$ cat src/rtl/core/tdct_pkg.sv
`timescale 1ns / 1ps
// Shared types, constants and the color table of the tilt cursor tracker.
package tdct_pkg;

   // Field widths fixed by the channel and register definitions.
   localparam int RAW_W   = 13;
   localparam int SCALE_W = 6;
   localparam int SIZE_W  = 10;
   localparam int COORD_W = 10;
   localparam int COLOR_W = 16;
   localparam int CIDX_W  = 3;
   localparam int FILT_W  = 24;

   // Configuration port.
   localparam int CSR_IDX_W  = 2;
   localparam int CSR_DATA_W = 10;
   localparam logic [CSR_IDX_W-1:0] CSR_SCREEN_WIDTH  = 2'd0;
   localparam logic [CSR_IDX_W-1:0] CSR_SCREEN_HEIGHT = 2'd1;
   localparam logic [CSR_IDX_W-1:0] CSR_SENSOR_SCALE  = 2'd2;

   // Register reset values.
   localparam int SCREEN_W_RST = 320;
   localparam int SCREEN_H_RST = 240;
   localparam logic [SCALE_W-1:0] SCALE_RST = 6'd4;

   // Defaults for the top level parameters.
   localparam int BOX_HALF_DEF  = 2;
   localparam int FRAC_BITS_DEF = 8;

   // Division by 100 through a reciprocal. The product is exact for every
   // dividend below 2^23, which covers both quotient steps.
   localparam int MAG_W       = 18;
   localparam int Q1_W        = 12;
   localparam int REM_W       = 7;
   localparam int RECIP_SHIFT = 30;
   localparam logic [23:0] RECIP       = 24'd10737419;
   localparam logic [REM_W-1:0] DIVISOR = 7'd100;

   // Low-pass filter coefficients over 256.
   localparam logic [7:0] COEF_KEEP = 8'd205;
   localparam logic [7:0] COEF_NEW  = 8'd51;
   localparam int FILT_SHIFT = 8;

   localparam logic [CIDX_W-1:0] COLOR_LAST = 3'd6;

   typedef enum logic [3:0] {
      ST_IDLE,
      ST_MAG,
      ST_RCP1,
      ST_QUO1,
      ST_REM,
      ST_RCP2,
      ST_GVAL,
      ST_KEEP,
      ST_FILT,
      ST_MOVE,
      ST_OUT
   } state_type;

   function automatic logic [COLOR_W-1:0] palette(input logic [CIDX_W-1:0] idx);
      logic [COLOR_W-1:0] c;
      case (idx)
         3'd0:    c = 16'hFFFF;
         3'd1:    c = 16'hF800;
         3'd2:    c = 16'h07E0;
         3'd3:    c = 16'hFFE0;
         3'd4:    c = 16'h001F;
         3'd5:    c = 16'hF81F;
         3'd6:    c = 16'h07FF;
         default: c = 16'hFFFF;
      endcase
      return c;
   endfunction

endpackage

$ cat src/rtl/core/tdct_if.sv
`timescale 1ns / 1ps
// Valid/ready channel interfaces for readings in and box results out.
interface tdct_req_if;
   logic                                 valid;
   logic                                 ready;
   logic                                 data_ready;
   logic                                 double_tap;
   logic                                 single_tap;
   logic signed [tdct_pkg::RAW_W-1:0]    accel_x;
   logic signed [tdct_pkg::RAW_W-1:0]    accel_y;

   modport source (output valid, data_ready, double_tap, single_tap, accel_x, accel_y,
                   input ready);
   modport sink   (input valid, data_ready, double_tap, single_tap, accel_x, accel_y,
                   output ready);
endinterface

interface tdct_rsp_if;
   logic                            valid;
   logic                            ready;
   logic [tdct_pkg::COORD_W-1:0]    box_left;
   logic [tdct_pkg::COORD_W-1:0]    box_top;
   logic [tdct_pkg::COORD_W-1:0]    box_right;
   logic [tdct_pkg::COORD_W-1:0]    box_bottom;
   logic [tdct_pkg::COLOR_W-1:0]    box_color;

   modport source (output valid, box_left, box_top, box_right, box_bottom, box_color,
                   input ready);
   modport sink   (input valid, box_left, box_top, box_right, box_bottom, box_color,
                   output ready);
endinterface

$ cat src/rtl/core/tilt_driven_cursor_tracker_unit.sv
`timescale 1ns / 1ps
// Top level of the tilt cursor tracker: sequencer, state and result register.
//
// The block takes one accelerometer reading per transfer on req_if (X and Y
// samples plus the data-ready and tap flags) and returns one transfer on
// rsp_if with the four box corners and the RGB565 color of the cursor.
// Screen width, screen height and sensor scale are written through the csr_
// port; the user must write them only while the block is idle, which the block
// itself does not enforce. They take effect for the next reading.
// Every multiply runs through a single shared multiplier under a small
// sequencer, nine steps per axis: scale the sample, two reciprocal divides
// by 100 with a remainder step, the two filter products, the filter sum with
// saturation, and the cursor add with clamping. Both axes pass through these
// steps, and a final output step then registers the result. req_if.ready is
// high only while the sequencer is idle, so the block takes no new reading
// until it has returned to idle.
//
// The result sits in an output register. If the receiver stalls, the block
// still accepts and processes the next reading and then waits in its last
// step until the held result has been taken.
//
// Reset is synchronous and active high. It restores the register defaults
// (320 x 240 screen, scale 4), clears the filters and the color index, and
// centers the cursor on the default screen.
module tilt_driven_cursor_tracker_unit #(
   parameter int BOX_HALF  = tdct_pkg::BOX_HALF_DEF,
   parameter int FRAC_BITS = tdct_pkg::FRAC_BITS_DEF
) (
   input  logic                                 clock,
   input  logic                                 reset,
   tdct_req_if.sink                             req_if,
   tdct_rsp_if.source                           rsp_if,
   input  logic                                 csr_we,
   input  logic [tdct_pkg::CSR_IDX_W-1:0]       csr_index,
   input  logic [tdct_pkg::CSR_DATA_W-1:0]      csr_wdata
);

   // Magnitude of a scaled sample, and the same with a sign bit.
   localparam int GABS_W = tdct_pkg::Q1_W + FRAC_BITS;
   localparam int G_W    = GABS_W + 1;
   // Multiplier operands must hold the 24-bit reciprocal and a filter input.
   localparam int OP_W   = (G_W > 25) ? G_W : 25;
   localparam int PROD_W = 2 * OP_W;
   // Cursor in fixed point, signed so that a tiny screen can clamp below zero.
   localparam int CUR_W  = FRAC_BITS + 11;
   localparam int ADD_W  = ((CUR_W > tdct_pkg::FILT_W) ? CUR_W : tdct_pkg::FILT_W) + 1;

   localparam logic signed [ADD_W-1:0] BOX_EXT = ADD_W'(BOX_HALF);
   localparam logic signed [ADD_W-1:0] LO_FIX  = ADD_W'(BOX_HALF) <<< FRAC_BITS;
   localparam logic [tdct_pkg::COORD_W-1:0] BOX_COORD = tdct_pkg::COORD_W'(BOX_HALF);
   localparam logic signed [CUR_W-1:0] CUR_X_RST =
      CUR_W'(tdct_pkg::SCREEN_W_RST / 2) << FRAC_BITS;
   localparam logic signed [CUR_W-1:0] CUR_Y_RST =
      CUR_W'(tdct_pkg::SCREEN_H_RST / 2) << FRAC_BITS;

   tdct_pkg::state_type state_ff, state_in;
   logic axis_ff, axis_in;

   logic [tdct_pkg::SIZE_W-1:0]  screen_w_ff;
   logic [tdct_pkg::SIZE_W-1:0]  screen_h_ff;
   logic [tdct_pkg::SCALE_W-1:0] scale_ff;

   logic signed [tdct_pkg::RAW_W-1:0] raw_x_ff, raw_x_in;
   logic signed [tdct_pkg::RAW_W-1:0] raw_y_ff, raw_y_in;
   logic [tdct_pkg::CIDX_W-1:0]       color_ff, color_in, color_next;
   logic [tdct_pkg::MAG_W-1:0]        mag_ff, mag_in;
   logic [tdct_pkg::Q1_W-1:0]         q1_ff, q1_in;
   logic [tdct_pkg::REM_W-1:0]        rem_ff, rem_in;
   logic signed [G_W-1:0]             g_ff, g_in;
   logic signed [PROD_W-1:0]          keep_ff, keep_in;
   logic signed [tdct_pkg::FILT_W-1:0] filt_x_ff, filt_x_in;
   logic signed [tdct_pkg::FILT_W-1:0] filt_y_ff, filt_y_in;
   logic signed [CUR_W-1:0]           cur_x_ff, cur_x_in;
   logic signed [CUR_W-1:0]           cur_y_ff, cur_y_in;

   logic                              rsp_valid_ff, rsp_valid_in;
   logic [tdct_pkg::COORD_W-1:0]      box_left_ff, box_left_in;
   logic [tdct_pkg::COORD_W-1:0]      box_top_ff, box_top_in;
   logic [tdct_pkg::COORD_W-1:0]      box_right_ff, box_right_in;
   logic [tdct_pkg::COORD_W-1:0]      box_bottom_ff, box_bottom_in;
   logic [tdct_pkg::COLOR_W-1:0]      box_color_ff, box_color_in;

   // Shared multiplier.
   logic                     mul_en;
   logic signed [OP_W-1:0]   mul_a;
   logic signed [OP_W-1:0]   mul_b;
   logic signed [PROD_W-1:0] mul_prod;

   // Values of the axis being worked on.
   logic signed [tdct_pkg::RAW_W-1:0]  raw_sel;
   logic [tdct_pkg::RAW_W-1:0]         abs_raw;
   logic                               neg_sel;
   logic signed [tdct_pkg::FILT_W-1:0] filt_sel;
   logic signed [CUR_W-1:0]            cur_sel;
   logic [tdct_pkg::SIZE_W-1:0]        size_sel;

   logic [FRAC_BITS-1:0]               q2;
   logic [GABS_W-1:0]                  gabs;
   logic signed [PROD_W-1:0]           filt_sum;
   logic signed [PROD_W-1:0]           filt_shr;
   logic                               filt_fits;
   logic signed [tdct_pkg::FILT_W-1:0] filt_new;
   logic signed [ADD_W-1:0]            pos;
   logic signed [ADD_W-1:0]            size_ext;
   logic signed [ADD_W-1:0]            hi_fix;
   logic signed [CUR_W-1:0]            cur_new;
   logic                               out_free;

   tdct_mul #(
      .OP_W (OP_W)
   ) u_mul (
      .clock (clock),
      .en    (mul_en),
      .a     (mul_a),
      .b     (mul_b),
      .prod  (mul_prod)
   );

   // Per-axis selection. The Y sample is negated, so its result is negative
   // exactly when the raw Y sample is positive.
   always_comb begin
      raw_sel  = axis_ff ? raw_y_ff : raw_x_ff;
      abs_raw  = raw_sel[tdct_pkg::RAW_W-1] ? tdct_pkg::RAW_W'(-raw_sel)
                                             : tdct_pkg::RAW_W'(raw_sel);
      neg_sel  = axis_ff ? (!raw_y_ff[tdct_pkg::RAW_W-1] && (raw_y_ff != '0))
                         : raw_x_ff[tdct_pkg::RAW_W-1];
      filt_sel = axis_ff ? filt_y_ff : filt_x_ff;
      cur_sel  = axis_ff ? cur_y_ff : cur_x_ff;
      size_sel = axis_ff ? screen_h_ff : screen_w_ff;
   end

   // Color index step. A double tap wins over a single tap, and neither
   // counts unless the reading says its tap flags are valid.
   always_comb begin
      color_next = color_ff;
      if (req_if.data_ready) begin
         if (req_if.double_tap) begin
            color_next = (color_ff >= tdct_pkg::COLOR_LAST) ? '0 : color_ff + 3'd1;
         end else if (req_if.single_tap) begin
            color_next = ((color_ff == '0) || (color_ff > tdct_pkg::COLOR_LAST))
                         ? tdct_pkg::COLOR_LAST : color_ff - 3'd1;
         end
      end
   end

   // Datapath pieces that feed register updates.
   always_comb begin
      // The low quotient digits of |sample * scale * 2^FRAC_BITS| / 100 come
      // from the remainder of the first divide, so the magnitude is a plain
      // concatenation of both quotients.
      q2   = mul_prod[tdct_pkg::RECIP_SHIFT +: FRAC_BITS];
      gabs = {q1_ff, q2};

      // Filter: (205 a + 51 g) / 256 rounded down, saturated to 24 bits.
      filt_sum  = keep_ff + mul_prod;
      filt_shr  = filt_sum >>> tdct_pkg::FILT_SHIFT;
      filt_fits = (filt_shr[PROD_W-1:tdct_pkg::FILT_W-1] == '0) ||
                  (filt_shr[PROD_W-1:tdct_pkg::FILT_W-1] == '1);
      if (filt_fits) begin
         filt_new = filt_shr[tdct_pkg::FILT_W-1:0];
      end else if (filt_shr[PROD_W-1]) begin
         filt_new = {1'b1, {(tdct_pkg::FILT_W-1){1'b0}}};
      end else begin
         filt_new = {1'b0, {(tdct_pkg::FILT_W-1){1'b1}}};
      end

      // Cursor: the lower bound is tested first, so on a screen narrower than the box
      // a position below the lower bound lands on it, and any other on the upper bound.
      pos      = ADD_W'(cur_sel) + ADD_W'(filt_sel);
      size_ext = ADD_W'(size_sel);
      hi_fix   = (size_ext - BOX_EXT) <<< FRAC_BITS;
      if (pos < LO_FIX) begin
         cur_new = CUR_W'(LO_FIX);
      end else if (pos > hi_fix) begin
         cur_new = CUR_W'(hi_fix);
      end else begin
         cur_new = CUR_W'(pos);
      end

      out_free = !rsp_valid_ff || rsp_if.ready;
   end

   // Sequencer: next state, multiplier operands and register updates.
   always_comb begin
      state_in      = state_ff;
      axis_in       = axis_ff;
      raw_x_in      = raw_x_ff;
      raw_y_in      = raw_y_ff;
      color_in      = color_ff;
      mag_in        = mag_ff;
      q1_in         = q1_ff;
      rem_in        = rem_ff;
      g_in          = g_ff;
      keep_in       = keep_ff;
      filt_x_in     = filt_x_ff;
      filt_y_in     = filt_y_ff;
      cur_x_in      = cur_x_ff;
      cur_y_in      = cur_y_ff;
      rsp_valid_in  = rsp_valid_ff && !rsp_if.ready;
      box_left_in   = box_left_ff;
      box_top_in    = box_top_ff;
      box_right_in  = box_right_ff;
      box_bottom_in = box_bottom_ff;
      box_color_in  = box_color_ff;
      mul_en        = 1'b0;
      mul_a         = '0;
      mul_b         = '0;

      case (state_ff)
         tdct_pkg::ST_IDLE: begin
            if (req_if.valid) begin
               raw_x_in = req_if.accel_x;
               raw_y_in = req_if.accel_y;
               color_in = color_next;
               axis_in  = 1'b0;
               state_in = tdct_pkg::ST_MAG;
            end
         end
         tdct_pkg::ST_MAG: begin
            mul_en   = 1'b1;
            mul_a    = OP_W'(abs_raw);
            mul_b    = OP_W'(scale_ff);
            state_in = tdct_pkg::ST_RCP1;
         end
         tdct_pkg::ST_RCP1: begin
            mag_in   = mul_prod[tdct_pkg::MAG_W-1:0];
            mul_en   = 1'b1;
            mul_a    = OP_W'(mul_prod[tdct_pkg::MAG_W-1:0]);
            mul_b    = OP_W'(tdct_pkg::RECIP);
            state_in = tdct_pkg::ST_QUO1;
         end
         tdct_pkg::ST_QUO1: begin
            q1_in    = mul_prod[tdct_pkg::RECIP_SHIFT +: tdct_pkg::Q1_W];
            mul_en   = 1'b1;
            mul_a    = OP_W'(mul_prod[tdct_pkg::RECIP_SHIFT +: tdct_pkg::Q1_W]);
            mul_b    = OP_W'(tdct_pkg::DIVISOR);
            state_in = tdct_pkg::ST_REM;
         end
         tdct_pkg::ST_REM: begin
            rem_in   = tdct_pkg::REM_W'(mag_ff - mul_prod[tdct_pkg::MAG_W-1:0]);
            state_in = tdct_pkg::ST_RCP2;
         end
         tdct_pkg::ST_RCP2: begin
            mul_en   = 1'b1;
            mul_a    = OP_W'({rem_ff, {FRAC_BITS{1'b0}}});
            mul_b    = OP_W'(tdct_pkg::RECIP);
            state_in = tdct_pkg::ST_GVAL;
         end
         tdct_pkg::ST_GVAL: begin
            g_in     = neg_sel ? -$signed({1'b0, gabs}) : $signed({1'b0, gabs});
            mul_en   = 1'b1;
            mul_a    = OP_W'(filt_sel);
            mul_b    = OP_W'(tdct_pkg::COEF_KEEP);
            state_in = tdct_pkg::ST_KEEP;
         end
         tdct_pkg::ST_KEEP: begin
            keep_in  = mul_prod;
            mul_en   = 1'b1;
            mul_a    = OP_W'(g_ff);
            mul_b    = OP_W'(tdct_pkg::COEF_NEW);
            state_in = tdct_pkg::ST_FILT;
         end
         tdct_pkg::ST_FILT: begin
            if (axis_ff) begin
               filt_y_in = filt_new;
            end else begin
               filt_x_in = filt_new;
            end
            state_in = tdct_pkg::ST_MOVE;
         end
         tdct_pkg::ST_MOVE: begin
            if (axis_ff) begin
               cur_y_in = cur_new;
               state_in = tdct_pkg::ST_OUT;
            end else begin
               cur_x_in = cur_new;
               axis_in  = 1'b1;
               state_in = tdct_pkg::ST_MAG;
            end
         end
         tdct_pkg::ST_OUT: begin
            if (out_free) begin
               box_left_in   = cur_x_ff[FRAC_BITS +: tdct_pkg::COORD_W] - BOX_COORD;
               box_top_in    = cur_y_ff[FRAC_BITS +: tdct_pkg::COORD_W] - BOX_COORD;
               box_right_in  = cur_x_ff[FRAC_BITS +: tdct_pkg::COORD_W] + BOX_COORD;
               box_bottom_in = cur_y_ff[FRAC_BITS +: tdct_pkg::COORD_W] + BOX_COORD;
               box_color_in  = tdct_pkg::palette(color_ff);
               rsp_valid_in  = 1'b1;
               axis_in       = 1'b0;
               state_in      = tdct_pkg::ST_IDLE;
            end
         end
         default: begin
            axis_in  = 1'b0;
            state_in = tdct_pkg::ST_IDLE;
         end
      endcase
   end

   always_ff @(posedge clock) begin
      if (reset) begin
         state_ff     <= tdct_pkg::ST_IDLE;
         axis_ff      <= 1'b0;
         rsp_valid_ff <= 1'b0;
         color_ff     <= '0;
         filt_x_ff    <= '0;
         filt_y_ff    <= '0;
         cur_x_ff     <= CUR_X_RST;
         cur_y_ff     <= CUR_Y_RST;
      end else begin
         state_ff     <= state_in;
         axis_ff      <= axis_in;
         rsp_valid_ff <= rsp_valid_in;
         color_ff     <= color_in;
         filt_x_ff    <= filt_x_in;
         filt_y_ff    <= filt_y_in;
         cur_x_ff     <= cur_x_in;
         cur_y_ff     <= cur_y_in;
      end
   end

   always_ff @(posedge clock) begin
      raw_x_ff      <= raw_x_in;
      raw_y_ff      <= raw_y_in;
      mag_ff        <= mag_in;
      q1_ff         <= q1_in;
      rem_ff        <= rem_in;
      g_ff          <= g_in;
      keep_ff       <= keep_in;
      box_left_ff   <= box_left_in;
      box_top_ff    <= box_top_in;
      box_right_ff  <= box_right_in;
      box_bottom_ff <= box_bottom_in;
      box_color_ff  <= box_color_in;
   end

   // Configuration registers; writes to an index past the list are dropped.
   always_ff @(posedge clock) begin
      if (reset) begin
         screen_w_ff <= tdct_pkg::SIZE_W'(tdct_pkg::SCREEN_W_RST);
         screen_h_ff <= tdct_pkg::SIZE_W'(tdct_pkg::SCREEN_H_RST);
         scale_ff    <= tdct_pkg::SCALE_RST;
      end else if (csr_we) begin
         case (csr_index)
            tdct_pkg::CSR_SCREEN_WIDTH:  screen_w_ff <= csr_wdata;
            tdct_pkg::CSR_SCREEN_HEIGHT: screen_h_ff <= csr_wdata;
            tdct_pkg::CSR_SENSOR_SCALE:  scale_ff    <= csr_wdata[tdct_pkg::SCALE_W-1:0];
            default: begin
            end
         endcase
      end
   end

   assign req_if.ready      = (state_ff == tdct_pkg::ST_IDLE);
   assign rsp_if.valid      = rsp_valid_ff;
   assign rsp_if.box_left   = box_left_ff;
   assign rsp_if.box_top    = box_top_ff;
   assign rsp_if.box_right  = box_right_ff;
   assign rsp_if.box_bottom = box_bottom_ff;
   assign rsp_if.box_color  = box_color_ff;

   // The reciprocal divide must leave a remainder below the divisor.
   a_rem_range: assert property (@(posedge clock) disable iff (reset)
      (state_ff == tdct_pkg::ST_REM) |=> (rem_ff < tdct_pkg::DIVISOR))
      else $error("remainder of the first divide is not below the divisor");

   // The second quotient must fit in the fraction bits it is packed into.
   a_q2_fits: assert property (@(posedge clock) disable iff (reset)
      (state_ff == tdct_pkg::ST_GVAL) |->
      (mul_prod[PROD_W-1:tdct_pkg::RECIP_SHIFT+FRAC_BITS] == '0))
      else $error("second quotient overflows the fraction bits");

   a_color_range: assert property (@(posedge clock) disable iff (reset)
      color_ff <= tdct_pkg::COLOR_LAST)
      else $error("color index left the palette range");

   a_idle_axis: assert property (@(posedge clock) disable iff (reset)
      (state_ff == tdct_pkg::ST_IDLE) |-> !axis_ff)
      else $error("axis select not cleared when idle");

   a_result_load: assert property (@(posedge clock) disable iff (reset)
      (state_ff == tdct_pkg::ST_OUT && out_free) |=>
      (rsp_valid_ff && state_ff == tdct_pkg::ST_IDLE))
      else $error("finished result not presented on the response channel");

endmodule

$ cat src/rtl/core/tdct_mul.sv
`timescale 1ns / 1ps
// Shared signed multiplier with a registered product.
module tdct_mul #(
   parameter int OP_W = 25
) (
   input  logic                       clock,
   input  logic                       en,
   input  logic signed [OP_W-1:0]     a,
   input  logic signed [OP_W-1:0]     b,
   output logic signed [2*OP_W-1:0]   prod
);

   logic signed [2*OP_W-1:0] prod_in;
   logic signed [2*OP_W-1:0] prod_ff;

   assign prod_in = a * b;

   always_ff @(posedge clock) begin
      if (en) begin
         prod_ff <= prod_in;
      end
   end

   assign prod = prod_ff;

endmodule
$ cat src/flat_wrapper.sv
// flat-port wrapper written by rule: the top's interface ports become plain ports
module tilt_driven_cursor_tracker_unit_flat 
#(
   parameter int BOX_HALF  = tdct_pkg::BOX_HALF_DEF,
   parameter int FRAC_BITS = tdct_pkg::FRAC_BITS_DEF
)
  (clock, reset, csr_we, csr_index, csr_wdata, req_if_valid, req_if_data_ready, req_if_double_tap, req_if_single_tap, req_if_accel_x, req_if_accel_y, req_if_ready, rsp_if_valid, rsp_if_box_left, rsp_if_box_top, rsp_if_box_right, rsp_if_box_bottom, rsp_if_box_color, rsp_if_ready);
  tdct_req_if req_if_i ();
  tdct_rsp_if rsp_if_i ();
  input  logic clock;
  input  logic reset;
  input  logic csr_we;
  input  logic [tdct_pkg::CSR_IDX_W-1:0] csr_index;
  input  logic [tdct_pkg::CSR_DATA_W-1:0] csr_wdata;
  input wire logic [$bits(req_if_i.valid)-1:0] req_if_valid;
  input wire logic [$bits(req_if_i.data_ready)-1:0] req_if_data_ready;
  input wire logic [$bits(req_if_i.double_tap)-1:0] req_if_double_tap;
  input wire logic [$bits(req_if_i.single_tap)-1:0] req_if_single_tap;
  input wire logic [$bits(req_if_i.accel_x)-1:0] req_if_accel_x;
  input wire logic [$bits(req_if_i.accel_y)-1:0] req_if_accel_y;
  output wire logic [$bits(req_if_i.ready)-1:0] req_if_ready;
  output wire logic [$bits(rsp_if_i.valid)-1:0] rsp_if_valid;
  output wire logic [$bits(rsp_if_i.box_left)-1:0] rsp_if_box_left;
  output wire logic [$bits(rsp_if_i.box_top)-1:0] rsp_if_box_top;
  output wire logic [$bits(rsp_if_i.box_right)-1:0] rsp_if_box_right;
  output wire logic [$bits(rsp_if_i.box_bottom)-1:0] rsp_if_box_bottom;
  output wire logic [$bits(rsp_if_i.box_color)-1:0] rsp_if_box_color;
  input wire logic [$bits(rsp_if_i.ready)-1:0] rsp_if_ready;
  assign req_if_i.valid = req_if_valid;
  assign req_if_i.data_ready = req_if_data_ready;
  assign req_if_i.double_tap = req_if_double_tap;
  assign req_if_i.single_tap = req_if_single_tap;
  assign req_if_i.accel_x = req_if_accel_x;
  assign req_if_i.accel_y = req_if_accel_y;
  assign req_if_ready = req_if_i.ready;
  assign rsp_if_valid = rsp_if_i.valid;
  assign rsp_if_box_left = rsp_if_i.box_left;
  assign rsp_if_box_top = rsp_if_i.box_top;
  assign rsp_if_box_right = rsp_if_i.box_right;
  assign rsp_if_box_bottom = rsp_if_i.box_bottom;
  assign rsp_if_box_color = rsp_if_i.box_color;
  assign rsp_if_i.ready = rsp_if_ready;
  tilt_driven_cursor_tracker_unit #(.BOX_HALF(BOX_HALF), .FRAC_BITS(FRAC_BITS)) u_core (.clock(clock), .reset(reset), .req_if(req_if_i), .rsp_if(rsp_if_i), .csr_we(csr_we), .csr_index(csr_index), .csr_wdata(csr_wdata));
endmodule
$ cat config.mk
export PLATFORM = sky130hd
export DESIGN_NAME = tilt_driven_cursor_tracker_unit_flat
export DESIGN_NICKNAME = d
export VERILOG_FILES = /design/src/rtl/core/tdct_pkg.sv /design/src/rtl/core/tdct_if.sv /design/src/rtl/core/tilt_driven_cursor_tracker_unit.sv /design/src/rtl/core/tdct_mul.sv /design/src/flat_wrapper.sv
export SDC_FILE = /design/constraint.sdc
export NUM_CORES = 2
export LEC_CHECK = 0
export BUFFER_PORTS_ARGS = -buffer_cell sky130_fd_sc_hd__buf_2
export CAP_MARGIN = 10
export CORE_MARGIN = 10
export CORE_UTILIZATION = 57
export DETAILED_ROUTE_END_ITERATION = 8
export HOLD_SLACK_MARGIN = 0.1
export PLACE_DENSITY = 0.79
export SYNTH_ARGS = -nofsm -noshare
export SYNTH_HDL_FRONTEND = slang
export SYNTH_HIERARCHICAL = 1
export SYNTH_SLANG_ARGS = --single-unit
$ cat constraint.sdc
create_clock -name clock -period 18.6 [get_ports clock]
set_clock_uncertainty 0.15 [all_clocks]
set_input_delay 3.72 -clock clock [delete_from_list [all_inputs] [get_ports clock]]
set_output_delay 3.72 -clock clock [all_outputs]
set_load 0.1 [all_outputs]
==> results.md <==
| Parameter | This run | Unit |
|---|---|---|
| Met1 Usage GRT | 33.3 | % |
| Most instantiated flip-flop cell in the synthesis netlist | edfxtp_1 | - |
| Count of vias placed by the detailed router | 32333 | - |
| Clock latency reported for the late side of the worst-skew pair | 0.56 | ns |
| GR Overflow Total | 0 | - |
| Critical path's largest stage delay | 1.07 | ns |
| Initial core utilization | 57.6 | % |
| Initial DRC count | 2747 | - |
| Final setup viols | 0 | - |
| Area growth from synthesis to layout | 6.17 | % |
| Startpoint type of the worst setup path | flip-flop | - |
| Worst Hold Path Cells | 2 | - |
| Multiplexer area fraction after synthesis | 2.25 | % |
| Worst Reg2Reg Path Length in Cells | 28 | - |
| Synthesized-area fraction occupied by ao, oa, aoi and oai cells | 11.1 | % |
| Chip height | 295 | um |
| Total die area | 86700 | um2 |
| Post-synthesis cell area | 43000 | um2 |
| Share of layout cells above drive strength 1 | 7.41 | % |
| Reported net switching power | 1.57 | mW |
| Maximum root-to-sink buffer count | 3 | - |
| Post-DP HPWL | 86.9 | mm |
| Most heavily used metal layer in global routing | met2 | - |
| Final worst hold slack | 0.304 | ns |
| Result of the run | finished, final reports clean | - |
| Post-synthesis area per instance | 9.48 | um2 |
| Reg power frac | 27.1 | % |
| Maximum number of pins on one net before global-route repair | 106 | - |
| Crit Reg-Reg Endpoint | u_core/u_mul/prod[49]$_DFFE_PP_ | - |
| Largest fanout on the critical path | 46 | - |
| Largest family of logic cells by synthesized area | adder cells | - |
| Pwr Total | 3.58 | mW |
| Gates resized, CTS repair | 0 | - |
| VDD IR max | 0.0832 | mV |
| 1st-pass router iterations | 7 | - |
| Slowest cell on the critical path | fa_1 | - |
| Post-layout minimum cycle time | 10.19 | ns |
| Seq cells post-synth | 333 | - |
| Switching share of power | 43.8 | % |
| FF-to-FF Start | u_core/state_ff[3]$_SDFFE_PP0P_ | - |
| Number of fill cells in the layout | 6157 | - |
| M2 GR Usage | 44.4 | % |
| GRT met3 Usage | 2.94 | % |
| Number of max-capacitance violations reported | 0 | - |
| Post-synthesis cell count | 4531 | - |
| Data required time of the critical path | 18.74 | ns |
| GP Congestion | 0.963 | - |
| Final-report hold violation count | 0 | - |
| Count of different cell masters after synthesis | 102 | - |
| Detail-routed via count per cell | 5.83 | - |
| Core Box Area | 74600 | um2 |
| Part of the power in the clock network | 21.1 | % |
| Data arrival at the endpoint of the critical path | 10.34 | ns |
| H-tree depth | 2 | - |
| Peak clock frequency supported by timing | 98.1 | MHz |
| Hold Buf Count CTS | 0 | - |
| Register-to-register setup slack | 8.41 | ns |
| First-pass GRT wire length | 179 | mm |
| Slew at the pin with the worst max-slew slack | 1.21 | ns |
| Vias in the first global route | 33368 | - |
| Cts bufs inserted | 36 | - |
| Row cnt | 100 | - |
| GRT Util Overall | 25.8 | % |
| Final routed wirelength across all metal layers | 110 | mm |
| Cell family contributing the most delay on the critical path | adder cells | - |
| Ys Warns | 6 | - |
| Leading cell type in the layout, fill and taps excluded | inv_1 | - |
| Most prevalent standard cell on the critical path | fa_1 | - |
| Root Driver | clkbuf_16 | - |
| Simple-gate area share of the yosys netlist | 15.6 | % |
| Classification of the worst-slack hold path | flip-flop to flip-flop | - |
| EDFF count, synth | 212 | - |
| Sinks on the clock net | 333 | - |
| Share of flip-flops with an asynchronous set or reset after synthesis | 0 | % |
| Normalized max-slew margin | 18.9 | % |
| Count of pins over their slew limit | 0 | - |
| Share of the synthesized netlist area taken by xor and xnor gates | 3.61 | % |
| Clock-pin slew on the worst setup and hold paths | 0.06 | ns |
| Final routed wire length divided by cell count | 19.9 | um |
| Final non-filler cell area | 45600 | um2 |
| Combinational group share of total power | 51.8 | % |
| Final nets | 5504 | - |
| Final-layout setup total negative slack | 0 | ns |
| Min-delay src | u_core/filt_y_ff[23]$_SDFFE_PP0P_ | - |
| Number of I/O pins | 104 | - |
| Post-synthesis adder-cell area fraction | 38.0 | % |
| Die Wd | 295 | um |
| Worst path bufs/invs | 7 | - |
| P_leak | 21.0 | nW |
| Terminating pin of the worst hold path | u_core/filt_y_ff[23]$_SDFFE_PP0P_ | - |
| Fraction of the yosys area taken by sequential cells | 20.5 | % |
| CTS tree | done | - |
| Internal power contribution | 2.01 | mW |
| Critical Setup Path Class | flip-flop to flip-flop | - |
| Areal power density over the cells | 78.4 | nW/um2 |
| Post-detailed-placement cell area | 44300 | um2 |
| Initial antenna violation count | 6 | - |
| DRC Markers | 0 | - |
| Top library cells by usage in the layout, fill and taps aside | inv_1 (768), fa_1 (660), nand2_1 (450), and2_1 (331), ha_1 (249) | - |
| Number of nets with antenna violations after detailed routing | 0 | - |
| Crit end category | flip-flop | - |
| Count of buffers from port buffering | 103 | - |
| Portion of the clock cycle consumed by the worst path in the final layout | 54.8 | % |
| Buffers inserted during post-CTS setup optimization | 0 | - |
| RSZ-0062 raised after global routing | false | - |
## stage by stage
step           util (%)  cells  worst slack (ns)
3_3_place_gp       59.5   5478              8.66
5_1_grt            61.2   5546              7.80
2_1_floorplan         -   4580              8.78
6_report           61.2   5547              8.41
4_1_cts            61.1   5543              8.41
3_5_place_dp       59.5   5478              8.45
## power by group through the flow
stage | combinational (mW) | sequential [mW] | clock (mW)
2_1_floorplan | 1.35 | 0.942 | 0
3_3_place_gp | 1.78 | 0.978 | 0
3_5_place_dp | 1.82 | 0.979 | 0
4_1_cts | 1.83 | 0.965 | 0.765
5_1_grt | 2.07 | 0.971 | 0.793
6_report | 1.85 | 0.968 | 0.755
## tightest hold or removal path: cells and delay by family, from the launching register on
family          cells  cell delay (ns)
compound gates      1             0.05
flops               1             0.31
simple gates        1             0.05
## final cells by class
type                            instances  area (um2)  area share (%)
Multi-Input combinational cell       3254       30600            67.0
Sequential cell                       333        8790            19.3
Inverter                              768        2880            6.32
Tap cell                              969        1210            2.66
Clock buffer                           45         998            2.19
Timing Repair Buffer                  156         913            2.00
Clock inverter                         20         245           0.538
Antenna cell                            2        5.00          0.0110
## synthesized netlist by cell type, types with 54 or more instances
| master | count | area (um2) |
|---|---|---|
| nor2_1 | 164 | 616 |
| and2_1 | 331 | 2070 |
| fa_1 | 660 | 13200 |
| nand2_1 | 450 | 1690 |
| o21ai_0 | 154 | 771 |
| nor3_1 | 66 | 330 |
| ha_1 | 249 | 3120 |
| inv_1 | 768 | 2880 |
| edfxtp_1 | 212 | 6370 |
| dfxtp_1 | 121 | 2420 |
| xor2_1 | 55 | 482 |
| nand4_1 | 54 | 338 |
| a21oi_1 | 214 | 1070 |
| clkbuf_1 | 164 | 616 |
| xnor2_1 | 122 | 1070 |
## state kept, by name (all words and copies together), names as in the netlist, 12 cells and up
signal             cells
u_core/raw_x_ff       13
u_core/q1_ff          12
u_core/filt_x_ff      24
u_core/raw_y_ff       13
u_core/filt_y_ff      24
u_core/cur_x_ff       19
u_core/g_ff           21
u_core/u_mul/prod     50
u_core/keep_ff        50
u_core/cur_y_ff       19
## per-layer routing
layer	vias to the layer above	part of all wire (%)
met2	1247	49
met3	208	7.3
li1	14688	-
met1	16190	40
met4	0	3.7
met5	-	0
## logic make-up (layout without fill, tap and decap cells)
logic type | after synthesis | in the layout
XOR/XNOR | 177 | 177
buffers and inverters | 993 | 989
AND/OR/NAND/NOR | 1307 | 1307
adder cells (fa/ha/maj) | 909 | 909
flip-flops | 333 | 333
multiplexers | 91 | 91
AO/OA/AOI/OAI | 720 | 720
other | 1 | 52
## worst max-delay path by stage
stage / from / endpoint / slack [ns] / depth (start not counted)
after detailed placement: u_core/state_ff[3]$_SDFFE_PP0P_ / u_core/u_mul/prod[49]$_DFFE_PP_ / 8.45 / 28
after floorplan: u_core/axis_ff$_SDFFE_PP0P_ / u_core/u_mul/prod[49]$_DFFE_PP_ / 8.78 / 32
final: u_core/state_ff[3]$_SDFFE_PP0P_ / u_core/u_mul/prod[49]$_DFFE_PP_ / 8.41 / 28
after CTS: u_core/state_ff[3]$_SDFFE_PP0P_ / u_core/u_mul/prod[49]$_DFFE_PP_ / 8.41 / 28
after global placement: u_core/state_ff[3]$_SDFFE_PP0P_ / u_core/u_mul/prod[49]$_DFFE_PP_ / 8.66 / 28
after global routing: u_core/state_ff[3]$_SDFFE_PP0P_ / u_core/u_mul/prod[49]$_DFFE_PP_ / 7.80 / 28
Note: power is estimated with default switching activity, not from simulation.
